==> config.mk <==
export PLATFORM = sky130hd
export DESIGN_NAME = sbbs_cell
export DESIGN_NICKNAME = d
export VERILOG_FILES = /design/src/sv/sbbs_pkg.sv /design/src/sv/sbbs_cell.sv
export SDC_FILE = /design/constraint.sdc
export NUM_CORES = 1
export LEC_CHECK = 0
export BUFFER_PORTS_ARGS = -buffer_cell sky130_fd_sc_hd__buf_2
export CAP_MARGIN = 40
export CORE_AREA = 2 2 191 193
export CTS_CLUSTER_SIZE = 10
export DETAILED_ROUTE_END_ITERATION = 8
export DIE_AREA = 0 0 193 195
export REMOVE_ABC_BUFFERS = 1
export SYNTH_ARGS = -nofsm -noshare
export SYNTH_HDL_FRONTEND = slang
export SYNTH_SLANG_ARGS = --single-unit
==> constraint.sdc <==
create_clock -name aclk -period 3.6 [get_ports aclk]
set_input_delay 0.36 -clock aclk [delete_from_list [all_inputs] [get_ports aclk]]
set_output_delay 0.36 -clock aclk [all_outputs]
set_load 0.01 [all_outputs]
==> src/sv/sbbs_pkg.sv <==
// Shared types and codes for the sparse bitmap bit store.
// Holds operation and status codes and the cell control/status structs.
// No dependencies; used by sbbs_cell and sparse_bitmap_bit_store.
`default_nettype none

package sbbs_pkg;

    localparam int OP_W  = 2;
    localparam int IDX_W = 32;
    localparam int ST_W  = 2;

    localparam logic [OP_W-1:0] OP_TEST  = 2'd0;
    localparam logic [OP_W-1:0] OP_SET   = 2'd1;
    localparam logic [OP_W-1:0] OP_CLEAR = 2'd2;

    localparam logic [ST_W-1:0] ST_OK       = 2'd0;
    localparam logic [ST_W-1:0] ST_OVERFLOW = 2'd1;
    localparam logic [ST_W-1:0] ST_FULL     = 2'd2;

    // Update command broadcast to every cell on the commit cycle
    typedef struct packed {
        logic ins;      // insert a new node at the sorted position
        logic del;      // drop the hit node, close the gap
        logic wr;       // rewrite the hit node's word
        logic set_op;   // wr sets the bit (else clears it)
    } cell_cmd_t;

    // Per-cell flags captured at compare time, reduced by the top level
    typedef struct packed {
        logic hit;       // occupied and block start matches
        logic after;     // occupied and block start not below the key
        logic bit_set;   // selected bit of this word is one
        logic clr_zero;  // word would be zero with the bit cleared
        logic last_hit;  // hit and this is the highest occupied cell
    } cell_stat_t;

endpackage

`default_nettype wire

==> src/sv/sbbs_cell.sv <==
// One node slot of the sorted node chain: block start, bit word, compare flags.
// Depends on sbbs_pkg for cell_cmd_t and cell_stat_t.
`default_nettype none

module sbbs_cell #(
    parameter int IDX       = 0,
    parameter int MAX_NODES = 64,
    parameter int MAP_BITS  = 64,
    localparam int CW       = $clog2(MAX_NODES + 1),
    localparam int OFS_W    = $clog2(MAP_BITS),
    localparam int BW       = 32 - OFS_W
) (
    input  wire                  aclk,
    input  wire [CW-1:0]         count_i,
    input  wire                  cmp_en_i,
    input  wire [BW-1:0]         cmp_blk_i,
    input  wire [MAP_BITS-1:0]   cmp_sel_i,
    input  sbbs_pkg::cell_cmd_t  cmd_i,
    input  wire [BW-1:0]         upd_blk_i,
    input  wire [MAP_BITS-1:0]   upd_sel_i,
    input  wire [BW-1:0]         left_start_i,
    input  wire [MAP_BITS-1:0]   left_word_i,
    input  wire                  left_before_i,
    input  wire                  left_after_i,
    input  wire [BW-1:0]         right_start_i,
    input  wire [MAP_BITS-1:0]   right_word_i,
    output logic [BW-1:0]        start_o,
    output logic [MAP_BITS-1:0]  word_o,
    output logic                 before_o,
    output logic                 after_o,
    output logic [BW-1:0]        tail2_o,
    output sbbs_pkg::cell_stat_t stat_o
);

    localparam logic [CW-1:0] IDX_C = CW'(IDX);

    logic [BW-1:0]       start_reg, start_next;
    logic [MAP_BITS-1:0] word_reg, word_next;
    logic                lt_reg, eq_reg, bit_reg, zero_reg;
    logic                occ;

    assign occ = IDX_C < count_i;

    always_ff @(posedge aclk) begin
        if (cmp_en_i) begin
            lt_reg   <= start_reg < cmp_blk_i;
            eq_reg   <= start_reg == cmp_blk_i;
            bit_reg  <= |(word_reg & cmp_sel_i);
            zero_reg <= (word_reg & ~cmp_sel_i) == '0;
        end
        start_reg <= start_next;
        word_reg  <= word_next;
    end

    always_comb begin
        start_next = start_reg;
        word_next  = word_reg;
        if (cmd_i.ins) begin
            if (left_after_i) begin
                start_next = left_start_i;
                word_next  = left_word_i;
            end else if (left_before_i && !(occ && lt_reg)) begin
                start_next = upd_blk_i;
                word_next  = upd_sel_i;
            end
        end else if (cmd_i.del) begin
            if (occ && !lt_reg) begin
                start_next = right_start_i;
                word_next  = right_word_i;
            end
        end else if (cmd_i.wr && occ && eq_reg) begin
            word_next = cmd_i.set_op ? (word_reg | upd_sel_i) : (word_reg & ~upd_sel_i);
        end
    end

    assign start_o  = start_reg;
    assign word_o   = word_reg;
    assign before_o = occ && lt_reg;
    assign after_o  = occ && !lt_reg;
    assign tail2_o  = (IDX_C == count_i - CW'(2)) ? start_reg : '0;

    assign stat_o.hit      = occ && eq_reg;
    assign stat_o.after    = occ && !lt_reg;
    assign stat_o.bit_set  = bit_reg;
    assign stat_o.clr_zero = zero_reg;
    assign stat_o.last_hit = occ && eq_reg && (IDX_C == count_i - CW'(1));

endmodule

`default_nettype wire
=== Yosys cells after proc, flatten, opt, wreduce, memory -nomap -nowiden ===
Index checks and enable logic that the tools add are counted.

* Output and inout bits: 123
* Register bits after elaboration: 94
* Bits of input ports: 375

* $lt $le $gt $ge: 2
* Eq/ne operators: 3
* Mux-type cells: 13
* Reductions and logical operators: 18
* $add $sub $neg: 2
* Bitwise gates (word level): 6

{| class="wikitable"
|+ Operator list
! operator !! number
|-
| $mux W64 || 7
|-
| $and A64 B64 Y64 || 3
|-
| $mux W26 || 6
|-
| $not A64 Y64 || 2
|-
| $logic_not A64 Y1 || 1
|-
| $or A64 B64 Y64 || 1
|-
| $reduce_or A64 Y1 || 1
|-
| $eq A26 B26 Y1 || 1
|-
| $lt A26 B26 Y1 || 1
|-
| $logic_not A7 Y1 || 2
|-
| $logic_and A1 B1 Y1 || 7
|-
| $lt A1 B7 Y1 const A || 1
|-
| $sub A7 B1 Y7 const B || 1
|-
| $sub A7 B2 Y7 const B || 1
|-
| $ne A3 B1 Y1 const B || 2
|-
| $reduce_and A3 Y1 || 2
|-
| $reduce_bool A2 Y1 || 2
|-
| $reduce_bool A3 Y1 || 1
|-
| $logic_not A1 Y1 || 2
|}

=== Logic depth before layout (Yosys ltp) ===
Gate-level depths: netlist of the first run.

* Depth after elaboration: 7
* Depth in mapped cells: 7

=== Worst setup path after synthesis of the first run ===
Ideal clock, no wire load.

* Kind: input to register
* Start point: input port left_after_i
* End point: register start_reg[0] (netlist: start_o[0]) (enable)
* Library setup time: 0.419 ns
* Stages: 4
* Buffers on the path: 2
* Data arrival time: 2.363 ns
* Slack: 0.819 ns
* Cell sequence: buf_2 buf_1 a21oi_1 o22ai_1

* Longest elaborated chain between the ends: 2

{| class="wikitable"
|+ Ends and longest elaborated chain
! what !! line !! text
|-
| from (decl) || sbbs_cell.sv:24 || <nowiki>input wire left_after_i,</nowiki>
|-
| $ne A3 B1 Y1 (no source line) || n/a ||
|-
| $reduce_and A3 Y1 (no source line) || n/a ||
|-
| to (signal assigned) || sbbs_cell.sv:51 || <nowiki>start_reg <= start_next;</nowiki>
|-
| to (decl) || sbbs_cell.sv:37 || <nowiki>logic [BW-1:0] start_reg, start_next;</nowiki>
|}

Every way passes these cells.
A chain may end at the register's enable or synchronous reset.

=== Final worst setup path of the first run ===
* Start point: input port count_i[1]
* End point: output port tail2_o[16]

* Longest elaborated chain between the ends: 3

{| class="wikitable"
|+ Ends and longest elaborated chain
! what !! line !! text
|-
| from (decl) || sbbs_cell.sv:14 || <nowiki>input wire [CW-1:0] count_i,</nowiki>
|-
| $sub A7 B2 Y7 || sbbs_cell.sv:80 || <nowiki>assign tail2_o = (IDX_C == count_i - CW'(2)) ? start_reg : '0;</nowiki>
|-
| $logic_not A7 Y1 || sbbs_cell.sv:80 ||
|-
| $mux W26 || sbbs_cell.sv:80 ||
|-
| to (decl) || sbbs_cell.sv:31 || <nowiki>output logic [BW-1:0] tail2_o,</nowiki>
|}

Every way passes these cells.

==> results.py, run 1 <==
metrics = {
    "timing": {
        "setup_viol": 0,
        "tightest_slew_ns": 0.836,
        "finalHoldViolations": 0,
        "relSlewSlack_pct": 42.8,
        "rsz0062_at_grt": "false",
        "skew_ns": 0.00692,
        "finalSetupTns_ns": 0,
        "fmax_mhz": 427,
        "drv_slew": 0,
        "period_needed_ns": 2.34,
        "timing.final.crit_share_pct": 65.0,
    },
    "global_route": {
        "grt_start_max_net_pins": 80,
        "track_usage_pct": 18.7,
        "grt_pass1_vias": 8088,
        "antenna_found_initial": 11,
        "grt-ovfl-total": 0,
        "grt_pass1_wl_um": 50500,
    },
    "logic_synthesis": {
        "yosysTopAreaCell": "edfxtp_1",
        "ys_top_cells_by_area": "edfxtp_1 (38%), mux2i_1 (11%), a221oi_1 (8.4%)",
        "ys_seq_area_share_pct": 38.0,
        "synth_warnings": 0,
        "netlist.area_leader.share_pct": 38.0,
        "synth-seq-cells": 94,
        "synth_edf_count": 94,
        "synth.cell_area_um2": 7430,
        "ys.flop_type": "edfxtp_1",
        "synthCells": 749,
        "synth_area_per_cell_um2": 9.92,
        "async_flop_share_pct": 0,
        "synthDistinctLibCells": 45,
    },
    "die": {
        "dieArea_um2": 37600,
        "die_h_um": 195,
        "start_util_pct": 21.0,
        "rows": 69,
        "dieWidth_um": 193,
        "core-area_um2": 35400,
        "ioPinCount": 498,
    },
    "route": {
        "antenna_left": 0,
        "vias": 8287,
        "wl_per_cell_um": 21.7,
        "first_iter_violations": 402,
        "wirelength_um": 36600,
        "drc_errors": 0,
        "viasPerCell": 4.92,
        "first_pass_iters": 5,
    },
    "place": {
        "place.gp.congestion": 0.840,
        "dp.cells": 1665,
        "hpwlAfterDp_um": 29900,
        "portBuffers": 497,
    },
    "layout": {
        "syn_to_final_growth_pct": 44.5,
        "drive_gt1_share_pct": 44.1,
        "nets": 1618,
        "fillers": 3772,
        "final_cells": 1683,
    },
    "setup_path": {
        "crit_type": "in2out",
        "cp_slowest_cell": "and4_1",
        "cp_data_required_time_ns": 3.24,
        "startpoint_type": "input port",
        "path_max_fanout": 26,
        "worstPathCellList": "buf_2, inv_1, ha_1, xnor2_1, and4_1, and2_1, buf_2",
        "timing.critical_path.buf_inv": 3,
        "crit_path_end_kind": "primary output",
        "arrival_ns": 1.98,
        "critPathMaxStageDelay_ns": 0.71,
        "crit_family": "simple AND/OR/NAND/NOR gates",
        "cpMostUsedCell": "buf_2",
        "rrSetupSlack_ns": 1.31,
    },
    "pwr": {
        "power.leakage_uw": 0.00504,
        "p_clk_share_pct": 31.4,
        "pwr-share-seq_pct": 39.5,
        "power_density_nw_per_um2": 339,
        "internal_power_uw": 2500,
        "vdd_drop_max_mv": 0.269,
        "sw_frac_of_total_pct": 31.2,
        "p_comb_share_pct": 29.0,
        "p_sw_uw": 1130,
    },
    "clock_tree": {
        "clockBufferDepth": 2,
        "cts-resized-gates": 0,
        "clock_latency_ns": 0.37,
        "hold_buffers": 0,
        "clk_pin_slew_ns": 0.07,
        "cts_sinks": 94,
        "htree_levels": 3,
        "cts_buffers": 9,
        "cts-root-buf": "clkbuf_16",
        "post_cts_buffers": 0,
        "cts_tree": "done",
    },
    "outcome": {
        "status": "complete, no violations",
    },
    "job": {
        "drv_cap": 0,
    },
    "min_path": {
        "min_path_type": "in2reg",
    },
}
[path summary, 6_finish.rpt]
| check | cells after the start | endpoint | start |
|---|---|---|---|
| max | 7 | tail2_o[16] | count_i[1] |
| min | 3 | flip-flop | right_word_i[40] |
| max reg2reg | 5 | eq_reg | start_o[24] |
| min reg2reg | 3 | bit_reg | flip-flop |
[per-stage QoR]
step / hold slack (ns) / power [uW] / worst slack [ns] / area (um2) / util (%)
6_report: 0.268 / 3630 / 1.26 / 10700 / 30.3
5_1_grt: 0.276 / 3830 / 1.12 / 10700 / 30.3
4_1_cts: 0.240 / 3700 / 1.23 / 10700 / 30.3
3_5_place_dp: 0.653 / 2530 / 1.10 / 10400 / 29.4
3_3_place_gp: 0.645 / 2510 / 1.04 / 10400 / 29.3
2_1_floorplan: 0.472 / 1880 / 0.876 / 7130 / -
[routing by layer]
layer	vias up	part of all wire, %	GRT usage, %	wire (um)
met5	-	0.25	0	91
met4	12	3.2	7.55	1160
met1	3871	37	20.7	13600
met3	65	8.9	4.74	3240
met2	486	50	33.8	18500
li1	3853	-	-	-
[cells in the final DEF (no fill, tap or decap), drive strengths merged, types with 2 or more instances in the layout]
| master | n |
|---|---|
| nand4 | 13 |
| o21a | 64 |
| clkinv | 2 |
| and2 | 29 |
| a221oi | 71 |
| diode | 3 |
| nor4 | 3 |
| nand3 | 2 |
| a2111oi | 17 |
| a22o | 16 |
| inv | 61 |
| edfxtp | 94 |
| a211oi | 2 |
| a222oi | 11 |
| a21oi | 86 |
| nor2b | 51 |
| a21o | 3 |
| buf | 516 |
| clkbuf | 10 |
| o21ai | 5 |
| nand2 | 5 |
| mux2i | 79 |
| xnor2 | 2 |
| bufinv | 3 |
| or4 | 2 |
| and4 | 2 |
| ha | 28 |
| nor2 | 29 |
[cell type report]
class                      count  area (um2)  share of cell area [%]
sequential                    94        2820                    26.3
antenna                        3        7.51                  0.0700
tap                          461         577                    5.38
timing repair buffer         516        2670                    24.9
multi-input combinational    533        4100                    38.2
clock inverter                 5        98.8                   0.921
clock buffer                  10         229                    2.13
inverter                      61         229                    2.13
[worst register-to-register path, delay by kind of cell, from the launching register on]
family,cells,cell delay (ns)
adders and majority gates,1,0.34
DFF,1,0.44
and+or+nand+nor,4,1.30
[Yosys cell counts, drive strengths merged (5+ instances only)]
library cell  number
nand4             13
a221oi            71
clkbuf            32
nor2              29
a222oi            11
edfxtp            94
and2              29
mux2i             79
nand2              5
a22o              16
buf               29
inv               61
o21ai              5
o21a              64
nor2b             51
a21oi             86
a2111oi           17
ha                28
[kinds of logic after synthesis]
family	synth area share, %
DFF	38.0
muxes	10.6
adders and majority gates	4.72
xor gates and xnor gates	0.236
AOI/OAI and AO/OA	27.8
buffers and inverters	7.16
and+or+nand+nor	11.4
[power groups by stage]
stage	logic, uW	registers, uW	clock network, uW
2_1_floorplan	414	1470	0
5_1_grt	1160	1450	1210
4_1_cts	1070	1440	1190
3_3_place_gp	1050	1460	0
3_5_place_dp	1070	1460	0
6_report	1050	1440	1140
Note: power is estimated with default switching activity, not from simulation.
==> run 2, diff against run 1 <==
--- a/config.mk
+++ b/config.mk
@@ -5,12 +5,13 @@
 export SDC_FILE = /design/constraint.sdc
 export NUM_CORES = 1
 export LEC_CHECK = 0
+export ABC_AREA = 1
 export BUFFER_PORTS_ARGS = -buffer_cell sky130_fd_sc_hd__buf_2
 export CAP_MARGIN = 40
-export CORE_AREA = 2 2 191 193
+export CORE_AREA = 2 2 194 196
 export CTS_CLUSTER_SIZE = 10
 export DETAILED_ROUTE_END_ITERATION = 8
-export DIE_AREA = 0 0 193 195
+export DIE_AREA = 0 0 196 198
 export REMOVE_ABC_BUFFERS = 1
 export SYNTH_ARGS = -nofsm -noshare
 export SYNTH_HDL_FRONTEND = slang
==> constraint.sdc (replaced) <==
create_clock -name aclk -period 2 [get_ports aclk]
set_input_delay 0.2 -clock aclk [delete_from_list [all_inputs] [get_ports aclk]]
set_output_delay 0.2 -clock aclk [all_outputs]
set_load 0.01 [all_outputs]
==> results.py, run 2 <==
metrics = {
    "place": {
        "pre_cts_slack_ns": 0.153,
        "hpwlAfterDp_um": 28400,
        "portBuffers": 497,
        "place.gp.congestion": 0.912,
        "placed_area_um2": 11000,
    },
    "setup_path": {
        "arrival_ns": 1.79,
        "path_max_fanout": 3,
        "crit_path_end_kind": "flip-flop",
        "cp_data_required_time_ns": 2.13,
        "crit_type": "reg2reg",
        "rr_startpoint": "start_o[9]",
        "cp-startpoint": "start_o[9]",
        "startpoint_type": "flip-flop",
    },
    "layout": {
        "fillers": 4048,
        "final_common_cell": "buf_2",
        "syn_to_final_growth_pct": 40.8,
        "layout_common_cells": "buf_2 (495), nor2_1 (230), o21ai_0 (206)",
        "utilization_pct": 30.7,
        "final_cell_area_um2": 11300,
        "nets": 2052,
        "drive_gt1_share_pct": 36.3,
    },
    "global_route": {
        "antenna_found_initial": 8,
        "grt-ovfl-total": 0,
        "grt_pass1_vias": 9521,
        "grt_start_max_net_pins": 91,
        "grt_pass1_wl_um": 53000,
        "track_usage_pct": 18.2,
    },
    "clock_tree": {
        "cts_buffers": 9,
        "post_cts_buffers": 0,
        "htree_levels": 3,
        "cts_sinks": 94,
        "clock_latency_ns": 0.37,
        "cts_tree": "done",
        "cts-resized-gates": 0,
        "hold_buffers": 0,
        "clockBufferDepth": 2,
        "clk_pin_slew_ns": 0.08,
        "cts-root-buf": "clkbuf_16",
    },
    "logic_synthesis": {
        "synth-seq-cells": 94,
        "async_flop_share_pct": 0,
        "synth_top_family_by_area": "simple AND/OR/NAND/NOR gates",
        "yosysTopAreaCell": "edfxtp_1",
        "synth-simple-area-share_pct": 26.8,
        "synthDistinctLibCells": 28,
        "synth.cell_area_um2": 8060,
        "yosys.cell_count.top_type": "nor2_1",
        "synth_warnings": 0,
        "synthAdderAreaFrac_pct": 4.35,
        "netlist.area_leader.share_pct": 35.0,
        "ys_top_cells_by_area": "edfxtp_1 (35%), o21ai_0 (13%), nor2_1 (11%)",
        "ys_seq_area_share_pct": 35.0,
        "synth_area_per_cell_um2": 6.72,
        "synth_mux_area_share_pct": 0,
        "ys.flop_type": "edfxtp_1",
        "synth_xor_area_share_pct": 0.109,
        "synthTopCellsByCount": "nor2_1 (231), o21ai_0 (206), nand2_1 (188)",
        "synth_edf_count": 94,
        "synthCells": 1199,
        "synth-compound-area-share_pct": 22.5,
    },
    "pwr": {
        "vdd_drop_max_mv": 0.424,
        "sw_frac_of_total_pct": 33.9,
        "p_sw_uw": 2260,
        "pwr-share-seq_pct": 39.7,
        "p_comb_share_pct": 31.1,
        "power.leakage_uw": 0.00566,
        "power_density_nw_per_um2": 588,
        "p_clk_share_pct": 29.1,
        "internal_power_uw": 4410,
    },
    "route": {
        "wirelength_um": 37000,
        "antenna_left": 0,
        "first_iter_violations": 520,
        "viasPerCell": 4.68,
        "first_pass_iters": 5,
        "vias": 9980,
        "wl_per_cell_um": 17.4,
        "drc_errors": 0,
    },
    "outcome": {
        "status": "complete, no violations",
    },
    "timing": {
        "timing.final.crit_share_pct": 82.7,
        "relSlewSlack_pct": 43.6,
        "setup_slack_ns": 0.345,
        "tightest_slew_ns": 0.845,
        "setup_viol": 0,
        "drv_slew": 0,
        "fmax_mhz": 604,
        "whs_ns": 0.114,
        "period_needed_ns": 1.65,
        "rsz0062_at_grt": "false",
        "finalHoldViolations": 0,
        "skew_ns": 0.00719,
    },
    "die": {
        "core-area_um2": 37000,
        "rows": 71,
        "ioPinCount": 498,
        "start_util_pct": 21.8,
        "dieWidth_um": 196,
        "dieArea_um2": 38800,
        "die_h_um": 198,
    },
    "min_path": {
        "min_from": "right_start_i[17]",
        "min_path_type": "in2reg",
    },
    "job": {
        "drv_cap": 0,
    },
}
==> run 2: area by class of cell <==
type	instances	area (um2)	share of cell area, %
multi-input combinational	887	4340	38.3
tap	474	593	5.23
clock inverter	5	83.8	0.739
antenna	3	7.51	0.0662
clock buffer	11	233	2.05
sequential	94	2820	24.9
timing repair buffer	516	2740	24.1
inverter	141	532	4.69
==> run 2: critical path, cell delays in order, from the launching register on <==
cell      delay (ns)
edfxtp_1        0.43
ha_1            0.32
nand2_1         0.07
nor2_1          0.19
inv_1           0.06
a21oi_1         0.12
nor2_1          0.09
nor2_1          0.09
nor2_1          0.05
==> run 2: through the flow <==
| step | total power (uW) | cells | setup TNS, ns |
|---|---|---|---|
| after floorplan | 3630 | 1122 | -70.00 |
| after global placement | 4750 | 2112 | 0 |
| after detailed placement | 4790 | 2112 | 0 |
| after CTS | 6800 | 2128 | 0 |
| after global routing | 7100 | 2130 | 0 |
| final | 6680 | 2131 | 0 |
==> run 2: logic make-up (layout without fill, tap and decap cells) <==
kind of cell,after synthesis,count (layout)
AOI/OAI and AO/OA,346,346
xor gates and xnor gates,1,1
adders and majority gates,28,28
buffers and inverters,218,673
DFF,94,94
other,0,3
and+or+nand+nor,512,512
==> run 2: power groups by stage <==
stage | Clock [uW] | Sequential, uW | Combinational [uW]
finish | 1940 | 2650 | 2080
global route | 2080 | 2680 | 2330
CTS | 2040 | 2660 | 2100
detailed placement | 0 | 2700 | 2090
global placement | 0 | 2700 | 2050
floorplan | 0 | 2740 | 888
==> run 2: final timing paths <==
kind | cells after the start | slack [ns] | endpoint
worst min register to register | 6 | 0.82 | bit_reg
worst min-delay path | 3 | 0.11 | start_o[17]
worst max register to register | 8 | 0.35 | lt_reg
worst max-delay path | 8 | 0.35 | lt_reg
==> run 2: layer usage <==
layer | routed length [um] | vias to the layer above | track usage, %
met5 | 86 | - | 0
met4 | 1290 | 12 | 8.59
met3 | 2820 | 71 | 3.92
met2 | 18500 | 498 | 32.9
met1 | 14400 | 4522 | 20.3
li1 | - | 4877 | -
==> run 3, diff against run 2 <==
--- a/config.mk
+++ b/config.mk
@@ -5,13 +5,13 @@
 export SDC_FILE = /design/constraint.sdc
 export NUM_CORES = 1
 export LEC_CHECK = 0
-export ABC_AREA = 1
+export ABC_AREA = 0
 export BUFFER_PORTS_ARGS = -buffer_cell sky130_fd_sc_hd__buf_2
 export CAP_MARGIN = 40
-export CORE_AREA = 2 2 194 196
+export CORE_AREA = 2 2 191 193
 export CTS_CLUSTER_SIZE = 10
 export DETAILED_ROUTE_END_ITERATION = 8
-export DIE_AREA = 0 0 196 198
+export DIE_AREA = 0 0 193 195
 export REMOVE_ABC_BUFFERS = 1
 export SYNTH_ARGS = -nofsm -noshare
 export SYNTH_HDL_FRONTEND = slang
==> constraint.sdc (replaced) <==
create_clock -name aclk -period 1.68 [get_ports aclk]
set_input_delay 0.168 -clock aclk [delete_from_list [all_inputs] [get_ports aclk]]
set_output_delay 0.168 -clock aclk [all_outputs]
set_load 0.01 [all_outputs]
==> results.py, run 3 (synthesis results as in run 1) <==
metrics = {
    "place": {
        "hpwlAfterDp_um": 31500,
        "place.gp.congestion": 0.939,
        "pre_cts_slack_ns": -0.554,
        "portBuffers": 497,
        "placed_area_um2": 11400,
    },
    "global_route": {
        "grt_pass1_vias": 8736,
        "grt_start_max_net_pins": 103,
        "track_usage_pct": 20.0,
        "antenna_found_initial": 9,
        "grt_pass1_wl_um": 54000,
        "grt-ovfl-total": 0,
    },
    "die": {
        "core-area_um2": 35400,
        "die_h_um": 195,
        "rows": 69,
        "dieArea_um2": 37600,
        "start_util_pct": 21.0,
        "dieWidth_um": 193,
        "ioPinCount": 498,
    },
    "setup_path": {
        "path_max_fanout": 2,
        "crit_path_end_kind": "flip-flop",
        "cp_data_required_time_ns": 1.80,
        "crit_type": "reg2reg",
        "startpoint_type": "flip-flop",
        "arrival_ns": 2.24,
    },
    "timing": {
        "setup_viol": 68,
        "drv_slew": 0,
        "relSlewSlack_pct": 66.6,
        "skew_ns": 0.0122,
        "tightest_slew_ns": 0.499,
        "setup_slack_ns": -0.438,
        "timing.final.crit_share_pct": 126,
        "finalHoldViolations": 0,
        "fmax_mhz": 472,
        "period_needed_ns": 2.12,
        "rsz0062_at_grt": "true",
        "whs_ns": 0.0802,
    },
    "route": {
        "first_iter_violations": 421,
        "drc_errors": 0,
        "wl_per_cell_um": 21.8,
        "viasPerCell": 4.80,
        "vias": 8802,
        "wirelength_um": 40000,
        "first_pass_iters": 6,
        "antenna_left": 0,
    },
    "layout": {
        "final_cell_area_um2": 12800,
        "layout_common_cells": "buf_2 (481), buf_4 (138), edfxtp_1 (94)",
        "multi_input_area_um2": 4610,
        "nets": 1766,
        "drive_gt1_share_pct": 55.2,
        "regArea_um2": 2820,
        "fillers": 3643,
        "syn_to_final_growth_pct": 72.0,
        "final_common_cell": "buf_2",
    },
    "outcome": {
        "violations": "setup timing",
        "status": "complete, but fails checks",
    },
    "pwr": {
        "p_clk_share_pct": 25.5,
        "power_density_nw_per_um2": 656,
        "power.leakage_uw": 0.00603,
        "vdd_drop_max_mv": 0.520,
        "sw_frac_of_total_pct": 32.3,
        "p_comb_share_pct": 38.0,
        "internal_power_uw": 5680,
        "pwr-share-seq_pct": 36.5,
        "p_sw_uw": 2700,
    },
    "clock_tree": {
        "clk_pin_slew_ns": 0.07,
        "cts-root-buf": "clkbuf_16",
        "cts_tree": "done",
        "htree_levels": 3,
        "clock_latency_ns": 0.37,
        "cts_sinks": 94,
        "clockBufferDepth": 2,
        "cts_buffers": 9,
    },
    "min_path": {
        "min_path_type": "in2reg",
    },
    "job": {
        "drv_cap": 0,
    },
}
-- run 3: final timing paths --
path                            depth (start not counted)        end  slack [ns]        startpoint
worst min-delay path                                    3  flip-flop        0.08  right_word_i[18]
worst max register to register                          5     lt_reg       -0.44       start_o[23]
worst max-delay path                                    5     lt_reg       -0.44       start_o[23]
worst min register to register                          3    bit_reg        0.78         flip-flop
-- run 3: final cells by class --
| cell class | instances | area share [%] |
|---|---|---|
| clock buffer | 11 | 1.82 |
| clock inverter | 5 | 0.392 |
| sequential | 94 | 22.1 |
| antenna | 5 | 0.0979 |
| timing repair buffer | 664 | 33.2 |
| tap | 461 | 4.52 |
| inverter | 61 | 1.79 |
| multi-input combinational | 533 | 36.1 |
-- run 3: metal layers --
layer	track usage [%]	part of all wire (%)	up-vias	routed length, um
li1	-	-	4154	-
met1	21.3	38	4151	15000
met2	37.5	52	431	20900
met3	5.28	7.2	62	2870
met4	6.73	2.9	4	1150
met5	0	0.068	-	27
-- run 3: critical path, stage by stage, from the launching register on --
cell      delay (ns)
edfxtp_1        0.42
ha_1            0.34
and4_4          0.22
nand4_1         0.16
or4_4           0.48
o221a_1         0.26
-- run 3: repair_timing --
item / in CTS / in global routing
pin swaps: 21 / 23
resized for setup: 71 / 64
hold buffers: 0 / 0
gates cloned: 7 / 3
setup endpoints to repair: 70 / 94
buffers inserted: 14 / 8
-- run 3: metrics by stage --
stage	total power, uW	utilization, %	TNS [ns]	cells
floorplan	4030	-	-107.02	688
global placement	5780	32.2	-15.21	1782
CTS	8420	34.9	-8.79	1820
global route	8840	36.1	-8.35	1832
detailed placement	5820	32.2	-17.03	1783
finish	8380	36.1	-4.02	1834
-- run 3: power by group through the flow --
stage / Sequential (uW) / Combinational (uW) / Clock, uW
detailed placement: 3090 / 2730 / 0
CTS: 3060 / 3120 / 2240
floorplan: 3150 / 886 / 0
global placement: 3080 / 2700 / 0
global route: 3090 / 3440 / 2310
finish: 3060 / 3180 / 2130
